===== config.mk =====
export PLATFORM = sky130hd
export DESIGN_NAME = ubx_frame_receiver_top
export DESIGN_NICKNAME = d
export VERILOG_FILES = /design/src/sv/ubxfr_pkg.sv /design/src/sv/ubxfr_parser.sv /design/src/sv/ubx_frame_receiver_top.sv
export SDC_FILE = /design/constraint.sdc
export NUM_CORES = 1
export LEC_CHECK = 0
export BUFFER_PORTS_ARGS = -buffer_cell sky130_fd_sc_hd__buf_2
export CELL_PAD_IN_SITES_DETAIL_PLACEMENT = 0
export CELL_PAD_IN_SITES_GLOBAL_PLACEMENT = 1
export CORE_ASPECT_RATIO = 0.8
export CORE_UTILIZATION = 44
export CTS_CLUSTER_SIZE = 16
export DETAILED_ROUTE_END_ITERATION = 10
export PLACE_DENSITY = 0.88
export SLEW_MARGIN = 20
export SYNTH_ARGS = -nofsm -noshare
export SYNTH_HDL_FRONTEND = slang
export SYNTH_SLANG_ARGS = --single-unit

===== constraint.sdc =====
create_clock -name clk -period 3 [get_ports clk]
set_clock_uncertainty 0.1 [all_clocks]
set_input_delay 0 -clock clk [delete_from_list [all_inputs] [get_ports clk]]
set_output_delay 0 -clock clk [all_outputs]
set_load 0.01 [all_outputs]

===== src/sv/ubxfr_pkg.sv =====
package ubxfr_pkg;

	// Sync pair that opens every frame
	localparam logic [7:0] SYNC_FIRST  = 8'hB5;
	localparam logic [7:0] SYNC_SECOND = 8'h62;

	// Message codes of interest
	localparam logic [7:0] CLASS_NAV   = 8'h01;
	localparam logic [7:0] ID_STATUS   = 8'h03;
	localparam logic [7:0] ID_SVINFO   = 8'h30;

	// Fix types that count as a usable fix
	localparam logic [7:0] FIX_2D      = 8'h02;
	localparam logic [7:0] FIX_3D      = 8'h03;

	// Channel block layout inside the satellite info payload
	localparam logic [3:0] CHAN_LAST_PHASE = 4'd11;
	localparam logic [3:0] QUAL_PHASE      = 4'd3;

	// Header byte positions after sync, and payload offsets
	localparam int HDR_BYTES     = 4;
	localparam int FIX_OFFSET    = 4;
	localparam int CHAN_OFFSET   = 8;

	localparam logic [7:0] COUNT_MAX = 8'hFF;

	typedef struct packed {
		logic       in_frame;
		logic       has_fix;
		logic [7:0] sat_count;
		logic       status_event;
		logic       svinfo_event;
		logic       checksum_error;
		logic       length_error;
	} ubxfr_result_t;

endpackage


===== src/sv/ubxfr_parser.sv =====
module ubxfr_parser
	import ubxfr_pkg::*;
#(
	parameter int FRAME_BYTES = 256
) (
	input  logic          clk,
	input  logic          arst_n,
	input  logic          step,
	input  logic [7:0]    rx_byte,
	input  logic [7:0]    min_quality,
	output ubxfr_result_t result
);

	localparam int PW = $clog2(FRAME_BYTES);

	localparam logic [PW-1:0] POS_CLASS = PW'(0);
	localparam logic [PW-1:0] POS_ID    = PW'(1);
	localparam logic [PW-1:0] POS_LEN_L = PW'(2);
	localparam logic [PW-1:0] POS_HDR   = PW'(HDR_BYTES);
	localparam logic [PW-1:0] POS_FIX   = PW'(HDR_BYTES + FIX_OFFSET);
	localparam logic [PW-1:0] POS_CHAN  = PW'(HDR_BYTES + CHAN_OFFSET);
	localparam logic [15:0]   LEN_MAX   = 16'(FRAME_BYTES - 6);

	logic          recv_q,    recv_n;
	logic [7:0]    prev_q,    prev_n;
	logic [PW-1:0] pos_q,     pos_n;
	logic [7:0]    sum_a_q,   sum_a_n;
	logic [7:0]    sum_b_q,   sum_b_n;
	logic [7:0]    class_q,   class_n;
	logic [7:0]    id_q,      id_n;
	logic [15:0]   len_q,     len_n;
	logic [7:0]    check_a_q, check_a_n;
	logic [7:0]    field4_q,  field4_n;
	logic [7:0]    good_q,    good_n;
	logic          fix_q,     fix_n;
	logic [7:0]    sats_q,    sats_n;
	logic [3:0]    phase_q,   phase_n;
	logic [7:0]    chidx_q,   chidx_n;

	logic [PW-1:0] end_pos;
	logic [15:0]   len_full;
	logic          ev_status, ev_svinfo, ev_cks, ev_len;

	assign end_pos  = len_q[PW-1:0] + POS_HDR;
	assign len_full = {rx_byte, len_q[7:0]};

	// Work out the next state for the byte in hand
	always_comb begin
		recv_n    = recv_q;
		pos_n     = pos_q;
		sum_a_n   = sum_a_q;
		sum_b_n   = sum_b_q;
		class_n   = class_q;
		id_n      = id_q;
		len_n     = len_q;
		check_a_n = check_a_q;
		field4_n  = field4_q;
		good_n    = good_q;
		fix_n     = fix_q;
		sats_n    = sats_q;
		phase_n   = phase_q;
		chidx_n   = chidx_q;
		ev_status = 1'b0;
		ev_svinfo = 1'b0;
		ev_cks    = 1'b0;
		ev_len    = 1'b0;
		prev_n    = rx_byte;

		if (!recv_q) begin
			// Hunt for the sync pair and clear the frame state
			if (prev_q == SYNC_FIRST && rx_byte == SYNC_SECOND) begin
				recv_n    = 1'b1;
				pos_n     = '0;
				sum_a_n   = '0;
				sum_b_n   = '0;
				class_n   = '0;
				id_n      = '0;
				len_n     = '0;
				check_a_n = '0;
				field4_n  = '0;
				good_n    = '0;
				phase_n   = '0;
				chidx_n   = '0;
			end
		end else begin
			if (pos_q < POS_HDR) begin
				// Header: class, id, length
				sum_a_n = sum_a_q + rx_byte;
				sum_b_n = sum_b_q + sum_a_n;
				if (pos_q == POS_CLASS) begin
					class_n = rx_byte;
				end else if (pos_q == POS_ID) begin
					id_n = rx_byte;
				end else if (pos_q == POS_LEN_L) begin
					len_n = {8'd0, rx_byte};
				end else begin
					len_n = len_full;
					if (len_full > LEN_MAX) begin
						ev_len = 1'b1;
						recv_n = 1'b0;
					end
				end
			end else if (pos_q < end_pos) begin
				// Payload: pick out fix type and channel qualities
				sum_a_n = sum_a_q + rx_byte;
				sum_b_n = sum_b_q + sum_a_n;
				if (pos_q == POS_FIX) begin
					field4_n = rx_byte;
				end
				if (pos_q >= POS_CHAN) begin
					if (phase_q == QUAL_PHASE && chidx_q < field4_q &&
					    rx_byte >= min_quality && good_q != COUNT_MAX) begin
						good_n = good_q + 8'd1;
					end
					if (phase_q == CHAN_LAST_PHASE) begin
						phase_n = '0;
						if (chidx_q != COUNT_MAX) begin
							chidx_n = chidx_q + 8'd1;
						end
					end else begin
						phase_n = phase_q + 4'd1;
					end
				end
			end else if (pos_q == end_pos) begin
				check_a_n = rx_byte;
			end else begin
				// Second check byte: judge the frame and commit
				if (sum_a_q == check_a_q && sum_b_q == rx_byte) begin
					if (class_q == CLASS_NAV && id_q == ID_STATUS) begin
						fix_n     = (field4_q == FIX_2D || field4_q == FIX_3D);
						ev_status = 1'b1;
					end else if (class_q == CLASS_NAV && id_q == ID_SVINFO) begin
						sats_n    = good_q;
						ev_svinfo = 1'b1;
					end
				end else begin
					ev_cks = 1'b1;
				end
				recv_n = 1'b0;
			end
			pos_n = pos_q + PW'(1);
		end
	end

	// Advance the frame state once per byte
	always_ff @(posedge clk or negedge arst_n) begin
		if (!arst_n) begin
			recv_q    <= 1'b0;
			prev_q    <= '0;
			pos_q     <= '0;
			sum_a_q   <= '0;
			sum_b_q   <= '0;
			class_q   <= '0;
			id_q      <= '0;
			len_q     <= '0;
			check_a_q <= '0;
			field4_q  <= '0;
			good_q    <= '0;
			fix_q     <= 1'b0;
			sats_q    <= '0;
			phase_q   <= '0;
			chidx_q   <= '0;
		end else if (step) begin
			recv_q    <= recv_n;
			prev_q    <= prev_n;
			pos_q     <= pos_n;
			sum_a_q   <= sum_a_n;
			sum_b_q   <= sum_b_n;
			class_q   <= class_n;
			id_q      <= id_n;
			len_q     <= len_n;
			check_a_q <= check_a_n;
			field4_q  <= field4_n;
			good_q    <= good_n;
			fix_q     <= fix_n;
			sats_q    <= sats_n;
			phase_q   <= phase_n;
			chidx_q   <= chidx_n;
		end
	end

	// Result for this byte
	assign result.in_frame       = recv_n;
	assign result.has_fix        = fix_n;
	assign result.sat_count      = sats_n;
	assign result.status_event   = ev_status;
	assign result.svinfo_event   = ev_svinfo;
	assign result.checksum_error = ev_cks;
	assign result.length_error   = ev_len;

endmodule


===== src/sv/ubx_frame_receiver_top.sv =====
// Byte-serial receiver for framed binary navigation messages.
// Input channel: in_valid / in_ready with rx_byte, one received byte per transfer.
// Output channel: out_valid / out_ready with one result per input byte:
// in_frame, has_fix, sat_count and the single-byte event flags
// status_event, svinfo_event, checksum_error, length_error.
// Configuration channel: cfg_valid / cfg_ready with min_quality, the least
// channel quality counted as a usable satellite; cfg_ready is always high.
// Write it only while no byte is in flight.
// Each byte goes through the input register and then the result register;
// out_valid rises when the result register loads on advance.
// Throughput: one byte per cycle while out_ready is high; the per-byte parse
// logic between the input and result registers touches each byte once.
// When out_ready is low the result register holds, the input register still
// takes one byte, then in_ready drops until the result is taken.
// Reset clears the valid bits of both registers, sets min_quality to 2 and
// returns the parser to hunting for sync with the fix flag and satellite count at zero.
module ubx_frame_receiver_top
	import ubxfr_pkg::*;
#(
	parameter int FRAME_BYTES = 256
) (
	input  logic       clk,
	input  logic       arst_n,
	input  logic       in_valid,
	output logic       in_ready,
	input  logic [7:0] rx_byte,
	output logic       out_valid,
	input  logic       out_ready,
	output logic       in_frame,
	output logic       has_fix,
	output logic [7:0] sat_count,
	output logic       status_event,
	output logic       svinfo_event,
	output logic       checksum_error,
	output logic       length_error,
	input  logic       cfg_valid,
	output logic       cfg_ready,
	input  logic [7:0] min_quality
);

	logic          valid_s1;
	logic [7:0]    byte_s1;
	logic          valid_s2;
	ubxfr_result_t res_s2;
	ubxfr_result_t res_next;
	logic [7:0]    min_quality_q;
	logic          advance;

	assign advance   = valid_s1 && (!valid_s2 || out_ready);
	assign in_ready  = !valid_s1 || advance;
	assign cfg_ready = 1'b1;

	// Hold the threshold register
	always_ff @(posedge clk or negedge arst_n) begin
		if (!arst_n) begin
			min_quality_q <= 8'd2;
		end else if (cfg_valid) begin
			min_quality_q <= min_quality;
		end
	end

	// Input register
	always_ff @(posedge clk or negedge arst_n) begin
		if (!arst_n) begin
			valid_s1 <= 1'b0;
		end else if (in_ready) begin
			valid_s1 <= in_valid;
		end
	end

	always_ff @(posedge clk) begin
		if (in_valid && in_ready) begin
			byte_s1 <= rx_byte;
		end
	end

	ubxfr_parser #(
		.FRAME_BYTES(FRAME_BYTES)
	) u_parser (
		.clk        (clk),
		.arst_n     (arst_n),
		.step       (advance),
		.rx_byte    (byte_s1),
		.min_quality(min_quality_q),
		.result     (res_next)
	);

	// Result register: load on advance, drop once transferred
	always_ff @(posedge clk or negedge arst_n) begin
		if (!arst_n) begin
			valid_s2 <= 1'b0;
		end else if (advance) begin
			valid_s2 <= 1'b1;
		end else if (out_ready) begin
			valid_s2 <= 1'b0;
		end
	end

	always_ff @(posedge clk) begin
		if (advance) begin
			res_s2 <= res_next;
		end
	end

	assign out_valid      = valid_s2;
	assign in_frame       = res_s2.in_frame;
	assign has_fix        = res_s2.has_fix;
	assign sat_count      = res_s2.sat_count;
	assign status_event   = res_s2.status_event;
	assign svinfo_event   = res_s2.svinfo_event;
	assign checksum_error = res_s2.checksum_error;
	assign length_error   = res_s2.length_error;

endmodule

==> impl_metrics.ini, run 1 <==
[outcome]
status = finished, violations left
failed_checks = negative setup slack

[setup_path]
timing.rr.start = u_parser.len_q[3]$_DFFE_PN0P_
critPathBufInv = 1
worst-path-max-fanout = 5
crit_path_start = u_parser.len_q[3]$_DFFE_PN0P_
cp-start-kind = register
cp_slowest_cell = or4_4
critPathCaptureType = register
cpPeakStageDelay_ps = 540
path_cells = buf_6 -> ha_1 -> ha_1 -> o211ai_1 -> a21oi_2 -> o21ai_2 -> or4_4 -> or2_4 -> mux2_4
required_ps = 3060
worst_ep_arrival_time_ps = 3110
crit_top_cell = ha_1
critPathKind = register to register
critical_path.top_delay_family = simple AND/OR/NAND/NOR gates

[grt]
grt_max_degree = 67
grt_pass1_wl_um = 27700
gr-total-overflow = 0
antenna_found_initial = 0
track_usage_pct = 21.7
grt_pass1_vias = 5570

[timing]
rsz0062_at_grt = yes
setup_viol = 6
min_period_ps = 3050
maxSlewHeadroom_pct = 56.0
slew_viol_final = 0
post-route-period-util_pct = 102
worst_slew_pin_slew_ps = 660
finalHoldViolCount = 0
fin_tns_setup_ps = -124
fmax_mhz = 328
worst_slack_ps = -47.7

[placed_design]
gp_congestion = 0.839
dp_slack_ps = -77.5
place_hpwl_um = 11700
port_buffers = 36

[clock_tree]
cts_tree = yes
clk_latency_ps = 420
cts-root-buf = clkbuf_16
cts.clk_slew.worst_paths_ps = 50
ctsLongestPathBuffers = 2
cts_buffers = 17
clock_sinks = 134
h-tree-depth = 4

[pwr]
leakage_nw = 4.27
totalPowerFinal_mw = 4.48
vdd_ir_drop_max_uv = 371
power-per-cell-area_nw_per_um2 = 493

[synthesis]
synth_top_area_cell = dfrtp_1
synth_fp_nets = 743
synth_seq_area_share_pct = 48.4
yosysWarnings = 0
synthTopCellsByArea = dfrtp_1 (39%), edfxtp_1 (9.2%), ha_1 (8.0%)
postSynthCellCount = 674
synthDominantCellAreaShare_pct = 38.8
syn_avg_cell_area_um2 = 10.6
synth.distinct_cells = 65
ys_ff_latch = 134
syn_area_um2 = 7160
ys_async_sr_fraction_pct = 83.6
synth-edff-count = 22
synth-main-ff-cell = dfrtp_1

[layout]
drive_gt1_share_pct = 24.9
layout_common_cells = dfrtp_1 (109), nand2_1 (80), buf_4 (49)
nFillCells = 1297
multi_input_area_um2 = 3640
antennaDiodeCount = 0
post-route-util_pct = 57.4
layout_commonest_cell = dfrtp_1
syn_to_final_growth_pct = 27.0
final_nets = 867
seq_area_um2 = 3470

[floorplan]
dieArea_um2 = 16800
die_height_um = 116
num_rows = 41
io-pin-count = 38
initial_core_util_pct = 45.2
core_um2 = 15900
die_width_um = 145

[worst_hold_path]
hp-class = input pin to async pin

[routing]
drt_pass1_iterations = 5
drt_iter0_drc = 449
wl_per_cell_um = 17.0
drc_errors = 0
ant_nets = 0
routed_wl_um = 17400
via_per_inst = 5.48
vias = 5623

[run]
drv_cap = 0
area by class of cell:
| class | instances | area share, % |
|---|---|---|
| timing repair buffer | 124 | 10.6 |
| clock inverter | 15 | 2.30 |
| tap | 215 | 2.96 |
| inverter | 31 | 1.28 |
| multi-input combinational | 490 | 40.0 |
| sequential | 134 | 38.1 |
| clock buffer | 17 | 4.68 |
routing by layer:
layer  wire (µm)  GRT usage, %  vias to the layer above  share of wire (%)
li1            -             -                     2670                  -
met1        8060          29.4                     2784                 46
met2        8380          35.5                      155                 48
met3         855          5.29                       14                4.9
met4         141          4.77                        0               0.81
met5           0             0                        -                  0
where the power goes:
| group | total [mW] | internal [mW] | switching, mW |
|---|---|---|---|
| Clock | 2.24 | 1.46 | 0.781 |
| Combinational | 0.310 | 0.135 | 0.176 |
| Sequential | 1.93 | 1.90 | 0.0251 |
| Total | 4.48 | 3.50 | 0.982 |
Yosys cell counts, drive strengths merged (14+ instances only):
library cell	number
xor2	32
dfrtp	111
nand2	81
mux2	45
a22o	14
edfxtp	22
nand3	29
inv	31
clkbuf	15
o21ai	44
nor2	28
nor3	14
ha	46
a21oi	20
state kept, by name, indices dropped and copies added (netlist names), 4 cells and up:
register	flops
u_parser.len_q	8
u_parser.field4_q	8
u_parser.sum_b_q	8
u_parser.chidx_q	8
byte_s1	8
u_parser.check_a_q	8
u_parser.sats_q	8
u_parser.sum_a_q	8
u_parser.phase_q	4
sat_count	8
u_parser.pos_q	8
u_parser.id_q	8
u_parser.class_q	8
u_parser.prev_q	8
min_quality_q	8
u_parser.good_q	8
timing repair:
item | CTS | global route
endpoints found under the hold margin | 64 | 0
gates resized for setup | 5 | 30
hold buffers | 35 | 0
buffers inserted | 3 | 3
setup endpoints to repair | 10 | 25
gates cloned | 0 | 1
pin swaps | 1 | 15
metrics by stage:
| step | hold WS, ps | instance area [µm²] | instances |
|---|---|---|---|
| after floorplan | -396 | 7180 | 674 |
| after global placement | -39.6 | 7920 | 952 |
| after detailed placement | -21.5 | 7920 | 952 |
| after CTS | 74.2 | 8940 | 1022 |
| after global routing | 123 | 9100 | 1026 |
| final | 47.3 | 9100 | 1026 |
cells by family (layout without fill, tap and decap cells):
family | after synthesis | after routing | synth area share (%)
AO/OA/AOI/OAI | 124 | 124 | 11.6
adder cells (fa/ha/maj) | 48 | 48 | 8.59
other | 1 | 1 | 0.0523
flip-flops | 134 | 134 | 48.4
AND/OR/NAND/NOR | 229 | 230 | 16.3
buffers and inverters | 51 | 187 | 2.83
multiplexers | 46 | 46 | 7.27
XOR/XNOR | 41 | 41 | 5.01
final timing paths:
| kind | depth (start not counted) | end | slack (ps) |
|---|---|---|---|
| max in group asynchronous | 3 | min_quality_q[1]$_DFFE_PN1P_ | 1890 |
| hold reg to reg | 2 | u_parser.prev_q[6]$_DFFE_PN0P_ | 370 |
| setup reg to reg | 9 | sat_count[7]$_DFFE_PP_ | -50 |
| hold / removal | 2 | u_parser.phase_q[1]$_DFFE_PN0P_ | 50 |
| setup / recovery | 9 | sat_count[7]$_DFFE_PP_ | -50 |
| min in group clk | 2 | byte_s1[7]$_DFFE_PP_ | 190 |
No activity file was read; power rests on OpenSTA's default activity.
==> run 2, diff against run 1 <==
--- a/config.mk
+++ b/config.mk
@@ -9,10 +9,10 @@
 export CELL_PAD_IN_SITES_DETAIL_PLACEMENT = 0
 export CELL_PAD_IN_SITES_GLOBAL_PLACEMENT = 1
 export CORE_ASPECT_RATIO = 0.8
-export CORE_UTILIZATION = 44
+export CORE_UTILIZATION = 49
 export CTS_CLUSTER_SIZE = 16
 export DETAILED_ROUTE_END_ITERATION = 10
-export PLACE_DENSITY = 0.88
+export PLACE_DENSITY = 0.92
 export SLEW_MARGIN = 20
 export SYNTH_ARGS = -nofsm -noshare
 export SYNTH_HDL_FRONTEND = slang
==> constraint.sdc (replaced) <==
create_clock -name clk -period 2.9 [get_ports clk]
set_clock_uncertainty 0.1 [all_clocks]
set_input_delay 0 -clock clk [delete_from_list [all_inputs] [get_ports clk]]
set_output_delay 0 -clock clk [all_outputs]
set_load 0.01 [all_outputs]
==> run 2 against run 1 <==
Against the previous run:
- the run still ends with negative setup slack left
- die area fell by 10%
- power down 3.3%
- via count up 2.7%
- first-iteration DRC count rose by 2.2%
- utilization rose by 7.6 points
- setup slack lost 56 ps
- critical endpoint is now sat_count[3]$_DFFE_PP_
==> impl_metrics.ini, run 2 (same netlist as run 1, synthesis figures left out) <==
[outcome]
status = finished, violations left
failed_checks = negative setup slack

[pwr]
vdd_ir_drop_max_uv = 522
swShare_pct = 23.6
leakage_nw = 4.39
p_clk_share_pct = 45.9
cell_internal_pwr_mw = 3.31
totalPowerFinal_mw = 4.33
power_frac_seq_pct = 46.0
power-per-cell-area_nw_per_um2 = 466
p_comb_share_pct = 8.1
p_sw_mw = 1.02

[clock_tree]
ctsLongestPathBuffers = 2
cts_tree = yes
clk_latency_ps = 430
cts-root-buf = clkbuf_16
cts.clk_slew.worst_paths_ps = 60
cts_buffers = 17
clock_sinks = 134
h-tree-depth = 4

[routing]
drc_errors = 0
via_per_inst = 5.63
routed_wl_um = 18300
wl_per_cell_um = 17.9
drt_iter0_drc = 459
vias = 5773
drt_pass1_iterations = 6
ant_nets = 0

[setup_path]
path_cells = ha_4 -> nand3_2 -> xor2_1 -> ha_1 -> nand4_1 -> a21oi_2 -> o21ai_2 -> or4_4 -> or2_4 -> mux2_2
critical_path.top_delay_family = simple AND/OR/NAND/NOR gates
critPathCaptureType = register
critPathBufInv = 0
required_ps = 2970
cpPeakStageDelay_ps = 490
worst_ep_arrival_time_ps = 3080
critPathKind = register to register
cp-start-kind = register
cp_slowest_cell = or4_4
worst-path-max-fanout = 5

[placed_design]
place_hpwl_um = 12100
port_buffers = 36
gp_congestion = 0.867
dp_cells = 940

[grt]
gr-total-overflow = 0
grt_pass1_wl_um = 29300
track_usage_pct = 26.0
antenna_found_initial = 0
grt_max_degree = 52
grt_pass1_vias = 5918

[timing]
rsz0062_at_grt = yes
worst_slew_pin_slew_ps = 714
finalHoldViolCount = 0
slew_viol_final = 0
maxSlewHeadroom_pct = 52.4
holdWs_ps = 65.1
setup_viol = 17
post-route-period-util_pct = 104
min_period_ps = 3000
worst_slack_ps = -104
fmax_mhz = 333

[layout]
antennaDiodeCount = 0
layout_commonest_cell = dfrtp_1
layout_common_cells = dfrtp_1 (110), nand2_1 (79), buf_4 (78)
finalNonFillerCells = 1026
drive_gt1_share_pct = 28.9
final_nets = 898
syn_to_final_growth_pct = 29.7

[floorplan]
initial_core_util_pct = 50.1
num_rows = 39
die_height_um = 110
core_um2 = 14300
io-pin-count = 38
dieArea_um2 = 15100
die_width_um = 137

[run]
drv_cap = 0

[worst_hold_path]
hp-class = input pin to async pin
[run 2: cell types whose count changed in the layout (fill, tap and decap cells not counted), moves of 4 or more]
cell,change
buf_4,+29
clkinv_1,-5
ha_1,-5
ha_4,+4
bufinv_16,-5
clkbuf_1,+5
clkbuf_8,+4
[run 2: power groups by stage]
stage               clock network, mW  registers [mW]  logic [mW]
global route                     2.11            2.00       0.388
finish                           1.99            1.99       0.350
detailed placement                  0            2.03       0.272
floorplan                           0            2.03       0.127
global placement                    0            2.02       0.261
CTS                              2.01            1.99       0.330
[run 2: final timing paths]
check | start | end | slack [ps] | cells past startpoint
setup / recovery | u_parser.len_q[3]$_DFFE_PN0P_ | sat_count[3]$_DFFE_PP_ | -100 | 10
hold reg to reg | u_parser.prev_q[6]$_DFFE_PN0P_ | u_parser.prev_q[6]$_DFFE_PN0P_ | 370 | 2
max in group asynchronous | arst_n | valid_s1$_DFFE_PN0N_ | 1880 | 3
setup reg to reg | u_parser.len_q[3]$_DFFE_PN0P_ | sat_count[3]$_DFFE_PP_ | -100 | 10
hold / removal | arst_n | u_parser.phase_q[2]$_DFFE_PN0P_ | 70 | 2
min in group clk | rx_byte[0] | byte_s1[0]$_DFFE_PP_ | 180 | 2
[run 2: area by class of cell]
cell class,instances,area (µm²)
clock buffer,26,499
sequential,134,3470
clock inverter,6,43.8
multi-input combinational,490,3730
tap,184,230
timing repair buffer,155,1210
inverter,31,116
fill,1077,5000
[run 2: what timing repair did]
item                                    in CTS  in global routing
cloned                                       1                  0
pin swaps                                    7                 18
hold buffers                                35                  0
setup buffers                                8                 10
endpoints found under the setup margin      21                 77
gates resized for setup                     19                 29
hold endpoints to repair                    67                  0
[run 2: through the flow]
stage	util, %	setup TNS (ps)	instance area (µm²)	setup WS, ps
after detailed placement	56.2	-2800	8030	-217
final	65.0	-957	9290	-104
after global placement	56.2	-960	8030	-107
after CTS	63.5	-1130	9080	-104
after global routing	65.0	-4010	9290	-238
after floorplan	-	-702	7190	-53.0
[run 2: worst reg2reg max path, stage by stage (launching register included)]
cell,delay [ps]
dfrtp_1,430
ha_4,180
nand3_2,70
xor2_1,140
ha_1,290
nand4_1,190
a21oi_2,190
o21ai_2,90
or4_4,490
or2_4,300
mux2_2,280
[run 2: routing by layer]
layer  part of all wire, %  track usage (%)  vias up
li1                      -                -     2729
met1                    43             32.9     2856
met2                    51             45.0      175
met3                   5.1             6.22       13
met4                  0.82             6.44        0
met5                     0                0        -
==> run 3, diff against run 2 <==
--- a/config.mk
+++ b/config.mk
@@ -10,6 +10,7 @@
 export CELL_PAD_IN_SITES_GLOBAL_PLACEMENT = 1
 export CORE_ASPECT_RATIO = 0.8
 export CORE_UTILIZATION = 49
+export CTS_BUF_LIST = sky130_fd_sc_hd__clkbuf_4 sky130_fd_sc_hd__clkbuf_8 sky130_fd_sc_hd__clkbuf_16
 export CTS_CLUSTER_SIZE = 16
 export DETAILED_ROUTE_END_ITERATION = 10
 export PLACE_DENSITY = 0.92
==> run 3 against run 2 <==
Against the previous run:
- the flow still finishes with violations (negative setup slack)
- power grew 1.4%
- critical path depth is the same
- utilization grew 0.85 points
- clock-buffer cell count is the same
- final cell count grew 0.29%
- clock power grew 3%
- via count grew 0.36%
- largest power group is now the clock network
- worst hold slack lost 3.8 ps
- non-clock buffer count grew 3
- routed wire length grew 1.0%
- highest routed layer unchanged
- largest cell class unchanged
- sequential share of layout area shrank 0.48 points
- design area grew 1.3%
- critical endpoint unchanged
==> impl_metrics.ini, run 3 (same netlist as run 1, synthesis figures left out) <==
[outcome]
status = finished, violations left
failed_checks = negative setup slack

[timing]
holdWs_ps = 61.3
setup_viol = 17
rsz0062_at_grt = yes
fmax_mhz = 334
fin_tns_setup_ps = -866
post-route-period-util_pct = 103
slew_viol_final = 0
maxSlewHeadroom_pct = 53.4
min_period_ps = 2990
worst_slack_ps = -94.2
worst_slew_pin_slew_ps = 699
finalHoldViolCount = 0

[routing]
routed_wl_um = 18500
wl_per_cell_um = 18.0
ant_nets = 0
via_per_inst = 5.63
vias = 5794
drt_iter0_drc = 412
drc_errors = 0
drt_pass1_iterations = 5

[clock_tree]
ctsLongestPathBuffers = 2
cts_tree = yes
clock_sinks = 134
cts_buffers = 17
cts.clk_slew.worst_paths_ps = 60
cts-root-buf = clkbuf_16
clk_latency_ps = 430
h-tree-depth = 4

[setup_path]
critPathKind = register to register
worst_ep_arrival_time_ps = 3070
cp-start-kind = register
required_ps = 2980
worst-path-max-fanout = 5
critPathCaptureType = register

[grt]
track_usage_pct = 26.1
grt_max_degree = 52
antenna_found_initial = 0
grt_pass1_wl_um = 29400
grt_pass1_vias = 5963
gr-total-overflow = 0

[placed_design]
place_hpwl_um = 12100
port_buffers = 36
gp_congestion = 0.867

[layout]
layout_commonest_cell = dfrtp_1
nFillCells = 1059
final_nets = 901
syn_to_final_growth_pct = 31.4
drive_gt1_share_pct = 30.7
layout_common_cells = dfrtp_1 (110), nand2_1 (79), buf_4 (77)
antennaDiodeCount = 0

[floorplan]
initial_core_util_pct = 50.1
die_width_um = 137
core_um2 = 14300
io-pin-count = 38
die_height_um = 110
num_rows = 39
dieArea_um2 = 15100

[pwr]
power_frac_seq_pct = 45.4
p_clk_share_pct = 46.5
power-per-cell-area_nw_per_um2 = 467
vdd_ir_drop_max_uv = 526
leakage_nw = 4.44
p_comb_share_pct = 8.1
cell_internal_pwr_mw = 3.36
p_sw_mw = 1.04
swShare_pct = 23.6

[run]
drv_cap = 0

[worst_hold_path]
hp-class = input pin to async pin
[run 3: cell types whose count changed in the layout (fill, tap and decap cells not counted), moves of 2 or more]
| cell | change |
|---|---|
| clkbuf_4 | +5 |
| buf_6 | +4 |
| nand2_2 | -2 |
| clkbuf_1 | -5 |
| nor2_1 | -2 |
[run 3: area by class of cell]
class                           instances  area (µm²)  share of cell area, %
Sequential cell                       134        3470                   36.8
Tap cell                              184         230                   2.45
Multi-Input combinational cell        490        3790                   40.3
Clock inverter                          6        43.8                  0.465
Inverter                               31         116                   1.24
Clock buffer                           26         518                   5.50
Timing Repair Buffer                  158        1240                   13.2
[run 3: path summary, 6_finish.rpt]
| kind | cells past startpoint | slack (ps) | startpoint | end |
|---|---|---|---|---|
| min reg2reg | 2 | 370 | u_parser.prev_q[6]$_DFFE_PN0P_ | u_parser.prev_q[6]$_DFFE_PN0P_ |
| min in group clk | 2 | 180 | rx_byte[0] | byte_s1[0]$_DFFE_PP_ |
| min | 2 | 60 | arst_n | u_parser.phase_q[2]$_DFFE_PN0P_ |
| max reg2reg | 10 | -90 | u_parser.len_q[3]$_DFFE_PN0P_ | sat_count[3]$_DFFE_PP_ |
| max in group asynchronous | 3 | 1890 | arst_n | u_parser.id_q[7]$_DFFE_PN0P_ |
| max | 10 | -90 | u_parser.len_q[3]$_DFFE_PN0P_ | sat_count[3]$_DFFE_PP_ |
[run 3: power groups by stage]
| stage | logic, mW | registers (mW) | clock network [mW] |
|---|---|---|---|
| 2_1_floorplan | 0.127 | 2.03 | 0 |
| 3_3_place_gp | 0.261 | 2.02 | 0 |
| 3_5_place_dp | 0.272 | 2.03 | 0 |
| 4_1_cts | 0.330 | 1.99 | 2.05 |
| 5_1_grt | 0.392 | 2.00 | 2.16 |
| 6_report | 0.354 | 1.99 | 2.04 |
[run 3: routing by layer]
| layer | part of all wire, % | global-route usage, % | vias to the layer above |
|---|---|---|---|
| met5 | 0 | 0 | - |
| met2 | 51 | 44.9 | 151 |
| met4 | 1.8 | 7.54 | 0 |
| met3 | 4.0 | 6.17 | 29 |
| li1 | - | - | 2735 |
| met1 | 43 | 32.8 | 2879 |
[run 3: worst max-delay path, cell delays in order, from the launching register on]
cell	delay, ps
dfrtp_1	430
ha_4	180
nand3_2	70
xor2_1	150
ha_1	290
nand4_1	180
a21oi_2	190
o21ai_2	90
or4_4	490
or2_4	300
mux2_2	280
[run 3: repair_timing]
item | in CTS | in global routing
gates cloned | 1 | 0
hold buffers | 35 | 0
pin swaps | 7 | 20
endpoints found under the setup margin | 21 | 77
resized for setup | 19 | 48
setup buffers | 8 | 13
hold endpoints to repair | 67 | 0
[run 3: stage by stage]
stage	instance area [µm²]	std cells	util (%)	setup slack (ps)	power [mW]
after floorplan	7190	674	-	-53.0	2.16
after global placement	8030	940	56.2	-107	2.28
after detailed placement	8030	940	56.2	-217	2.30
after CTS	9100	1016	63.6	-105	4.38
after global routing	9410	1029	65.8	-251	4.55
final	9410	1029	65.8	-94.2	4.39
